File: src/rtl/core/avtc_pkg.sv
package avtc_pkg;

	localparam int SAMPLE_W   = 12;
	localparam int FRAC_W     = 4;
	localparam int VOLT_W     = 20;
	localparam int TEMP_W     = 16;
	localparam int DIV_NUM_W  = 48;
	localparam int DIV_DEN_W  = 24;
	localparam int DIV_Q_W    = 20;
	localparam int DIV_LAT    = DIV_Q_W + 1;

	localparam logic [15:0] SUPPLY_K     = 16'd52800;
	localparam logic [SAMPLE_W-1:0] FULL_SCALE = 12'd4095;
	localparam logic [1:0] REG_REF_CAL   = 2'd0;
	localparam logic [1:0] REG_TEMP_LOW  = 2'd1;
	localparam logic [1:0] REG_TEMP_HIGH = 2'd2;

	localparam logic [1:0] ST_OK        = 2'd0;
	localparam logic [1:0] ST_REF_ZERO  = 2'd1;
	localparam logic [1:0] ST_CAL_EQUAL = 2'd2;

	localparam logic [VOLT_W-1:0] VOLT_MAX = {VOLT_W{1'b1}};

	typedef struct packed {
		logic [1:0] status;
		logic       tneg;
	} meta_t;

endpackage

File: src/rtl/core/avtc_div.sv
module avtc_div
	import avtc_pkg::*;
(
	input  logic                 clk,
	input  logic                 en,
	input  logic [DIV_NUM_W-1:0] num,
	input  logic [DIV_DEN_W-1:0] den,
	output logic [DIV_Q_W-1:0]   quo,
	output logic                 ovf
);

	logic [DIV_NUM_W-1:0] rem_s [0:DIV_Q_W];
	logic [DIV_DEN_W-1:0] den_s [0:DIV_Q_W];
	logic [DIV_Q_W-1:0]   quo_s [0:DIV_Q_W];
	logic                 ovf_s [0:DIV_Q_W];

	always_ff @(posedge clk) begin
		if (en) begin
			rem_s[0] <= num;
			den_s[0] <= den;
			quo_s[0] <= '0;
			ovf_s[0] <= num >= {{(DIV_NUM_W-DIV_DEN_W-DIV_Q_W){1'b0}}, den, {DIV_Q_W{1'b0}}};
		end
	end

	for (genvar i = 0; i < DIV_Q_W; i++) begin : g_step
		logic [DIV_NUM_W-1:0] trial;
		logic                 take;
		assign trial = {{(DIV_NUM_W-DIV_DEN_W){1'b0}}, den_s[i]} << (DIV_Q_W-1-i);
		assign take  = rem_s[i] >= trial;
		always_ff @(posedge clk) begin
			if (en) begin
				rem_s[i+1] <= take ? rem_s[i] - trial : rem_s[i];
				den_s[i+1] <= den_s[i];
				quo_s[i+1] <= quo_s[i] | (take ? ({{(DIV_Q_W-1){1'b0}}, 1'b1} << (DIV_Q_W-1-i))
					: '0);
				ovf_s[i+1] <= ovf_s[i];
			end
		end
	end

	assign quo = quo_s[DIV_Q_W];
	assign ovf = ovf_s[DIV_Q_W];

endmodule

File: config.mk
export PLATFORM = sky130hd
export DESIGN_NAME = avtc_div
export DESIGN_NICKNAME = d
export VERILOG_FILES = /design/src/rtl/core/avtc_pkg.sv /design/src/rtl/core/avtc_div.sv
export SDC_FILE = /design/constraint.sdc
export NUM_CORES = 2
export LEC_CHECK = 0
export BUFFER_PORTS_ARGS = -buffer_cell sky130_fd_sc_hd__buf_4
export CORE_ASPECT_RATIO = 1.75
export CORE_UTILIZATION = 39
export CTS_CLUSTER_DIAMETER = 40
export DETAILED_ROUTE_END_ITERATION = 6
export GPL_TIMING_DRIVEN = 0
export PLACE_DENSITY = 0.66
export REMOVE_ABC_BUFFERS = 1
export SETUP_SLACK_MARGIN = 0.3
export SYNTH_ARGS = -nofsm -noshare
export SYNTH_HDL_FRONTEND = slang
export SYNTH_SLANG_ARGS = --single-unit
File: constraint.sdc
create_clock -name clk -period 3.57 [get_ports clk]
set_input_delay 0.5355 -clock clk [delete_from_list [all_inputs] [get_ports clk]]
set_output_delay 0.5355 -clock clk [all_outputs]
set_load 0.01 [all_outputs]
==> results by group <==
Route
  – Iteration-0 DRC count of the detailed router: 3556
  – Drt total wl: 224 mm
  – Routed Antenna Nets: 0
  – Drt first pass iters: 7
  – Vias: approximately 61000
  – Detailed-route wire length per cell: 20.0 um
  – Remaining DRCs: 0
  – Vias per cell: approximately 5.5

Finish
  – Core Util, Final: 48.1%
  – Layout cells sized above 1: 18.6%
  – Filler cells: 19000
  – Multi-input gate area: 39100 um2
  – # nets final: a little under 9000
  – Storage element area: 50200 um2
  – Area delta synth->final: 22.8%

Setup path
  – Slowest cell on the critical path: or4_4
  – CP required: 4.14 ns
  – Worst reg2reg setup slack: -0.07 ns
  – Cells on worst reg2reg path: 11
  – CP Cell Sequence: ha_4 > nand2_2 > or4_4 > or4_4 > o211ai_4 > a211oi_4 > buf_12 > or3_1 > a311o_1 > nor4_2 > xor2_1
  – FF-to-FF Start: rem_s[1][66]
  – WP data arrival: 4.21 ns
  – Critical Path Sink Type: flop
  – Nature of the critical path startpoint: flop
  – Reg2reg end: rem_s[1][138]
  – CP max stage delay: 0.58 ns
  – Most Frequent Cell on Critical Path: or4_4
  – Max Fanout on Critical Path: 5
  – Setup CP Type: reg2reg

Floorplanning
  – IO Pins: between 90 and 100
  – Site Rows: 230
  – Overall die width: 361 um
  – Core ar.: 224000 um2
  – Initial Util: between 30% and 40%
  – Die area: 227000 um2
  – Die height: 630 um

STA
  – Worst-Margin Slew: between 1 and 1.5 ns
  – Final Hold Slack: 0.158 ns
  – Slew HR: 2.22%
  – Setup Skew: approximately 0.025 ns
  – Tcrit/Tclk final: 102%
  – F_max: approximately 270 MHz
  – RSZ-0062 raised after global routing: yes
  – Final min period: roughly 3.6 ns
  – Worst setup margin: -0.0713 ns
  – Fin. Hold Viols: 0
  – Slew Limit Fails: 0
  – Setup-failing EPs final: 3

GRT
  – Vias in the first global route: 64200
  – Largest net degree at the start of global routing: 202
  – GRT Total Usage: 18.5%
  – Total grt overflow: 0
  – First-pass GRT wire length: 329 mm
  – Initial antenna violation count: 3

Yosys
  – Synth Register Bits: approximately 1700
  – Xor and xnor area share after synthesis: approximately 6.2%
  – EDFF count, synth: 1671
  – Mux share of post-synthesis cell area: 1.16%
  – Predominant post-synthesis flop cell: edfxtp_1
  – Synth cell count leaders: edfxtp_1 (1671), inv_1 (657), nand2_1 (578)
  – Most common cell in the netlist: edfxtp_1
  – Leading post-synthesis cells by cell area: edfxtp_1 (57%), ha_1 (7.2%), xnor2_1 (3.2%), xor2_1 (3.0%), a21oi_1 (2.8%)
  – Compound-Gate Fraction of Synth Area: 12.9%
  – Post-Synth Simple-Gate Area: roughly 11%
  – Area of the mapped netlist: 87800 um2
  – Syn avg cell area: 11.6 um2
  – Sequential cell area fraction in the yosys report: 57.1%
  – Cell variety after synth: 91
  – Ys async rst share: 0%
  – Synthesized instance count: between 7000 and 8000
  – Syn. warnings: 0
  – Synth top area share: between 50% and 60%
  – Leading area contributor after synthesis: edfxtp_1
  – Adder-cell share of the synthesized area: 7.61%
  – Largest family of logic cells by synthesized area: compound AO/OA/AOI/OAI gates

Clock network
  – TritonCTS Buffers: 202
  – Root buf cell: clkbuf_16
  – Clk_lat worst skew: 0.84 ns
  – H-tree depth: 4
  – CTS tree: done
  – Clk pin slew, worst setup/hold paths: 0.06 ns
  – CTS sink count: 1671
  – Clock buffer depth: 3

Placed design
  – GPL Wtd Cong: 0.945
  – IO Port Bufs: 94
  – Hpwl dp: 149 mm

Outcome
  – Failing checks: setup timing
  – Status: finished with violations

Power
  – PnR Total Power: 82000 uW
  – Peak supply drop: 0.647 mV
  – Leakage: 0.0406 uW
  – Power per cell area: around 760 nW/um2

Job
  – Max Cap Viol: 0

Hold path
  – Hold Crit Depth: 1
  – Min-Delay Endpoint: rem_s[0][93]
  – Worst Hold Launch: en
  – Hold WC Path Type: in2reg
-- logic make-up after synthesis --
logic type | Yosys count
xor+xnor | 620
mux | 91
buf+inv | 850
simple gates | 1995
fa+ha+maj | 523
flops | 1671
compound gates | 1798
-- area by class of cell --
class	instances	share of cell area (%)
clock inverter	145	1.53
timing repair buffer	514	5.08
sequential	1671	46.5
tap	2900	3.36
antenna	6	0.0139
inverter	662	2.35
multi-input combinational	5042	36.3
clock buffer	230	4.88
-- stage by stage --
| step | TNS (ns) | worst slack [ns] | cells | cell area (um2) |
|---|---|---|---|---|
| global placement | - | -12.89 | 10400 | 91400 |
| floorplan | -291.66 | -2.06 | 7360 | 87000 |
| global route | -0.853 | -0.121 | 11200 | 108000 |
| CTS | 0 | 0.00108 | 11000 | 104000 |
| finish | -0.0810 | -0.0713 | 11200 | 108000 |
| detailed placement | -918.08 | -1.76 | 10400 | 92100 |
-- timing repair --
| action | in CTS | in global routing |
|---|---|---|
| hold buffers | 72 | 0 |
| gates resized for setup | 479 | 505 |
| pin swaps | 106 | 213 |
| endpoints found under the hold margin | 72 | 0 |
| gates cloned | 27 | 20 |
| setup endpoints to repair | 1306 | 1034 |
| buffers inserted | 147 | 141 |
-- cells in the final DEF, fill, tap and decap left out, types with 35 or more instances in the layout --
master,count
inv_1,640
or3_1,66
ha_4,55
a31oi_1,39
nand2_1,540
nand2b_1,84
ha_1,425
a21oi_1,446
buf_6,35
edfxtp_1,1671
o31ai_1,36
nor2_1,405
clkbuf_16,225
a21o_1,219
a211oi_1,36
nor2b_1,75
xnor2_1,319
xor2_1,299
nand4_1,111
nor4_1,77
o211ai_1,46
dlygate4sd3_1,72
mux2_2,78
buf_12,36
nand3_1,90
nor3_1,129
buf_4,325
o21a_1,77
o21ai_2,37
o21ai_0,404
o21bai_1,50
-- routing by layer --
metal,share of wire [%],GRT usage (%)
met1,27,12.7
met2,59,39.8
met3,2.8,2.42
met4,11,17.3
met5,0,0
-- state kept, by name, summed over array words and instances, names as in the netlist --
signal and count:
rem_s 960, den_s 480, quo_s 210, ovf_s 21
-- how the worst max path moves through the flow --
stage / startpoint / end / slack [ns] / cells past startpoint
2_1_floorplan: rem_s[3][54] / rem_s[3][134] / -2.06 / 12
3_3_place_gp: en / quo_s[2][87] / -12.89 / 1
3_5_place_dp: rem_s[0][68] / rem_s[0][136] / -1.76 / 9
4_1_cts: den_s[0][169] / rem_s[2][47] / 0.001 / 11
5_1_grt: rem_s[1][51] / rem_s[1][138] / -0.12 / 10
6_report: rem_s[1][66] / rem_s[1][138] / -0.07 / 11
-- worst max-delay path, delay by kind of cell, from the launching register on --
family / cells / cell delay [ns]
adder cells (fa/ha/maj): 1 / 0.33
buffers and inverters: 1 / 0.15
AO/OA/AOI/OAI: 3 / 0.70
flip-flops: 1 / 0.43
XOR/XNOR: 1 / 0.09
AND/OR/NAND/NOR: 5 / 1.68
-- power breakdown --
part | leakage [uW] | internal, uW | switching [uW] | total, uW
registers | 0.0161 | 27000 | 2540 | 29500
clock network | 0.00334 | 12700 | 8320 | 21000
logic | 0.0211 | 13300 | 18100 | 31400
(Power assumes the default switching activity.)
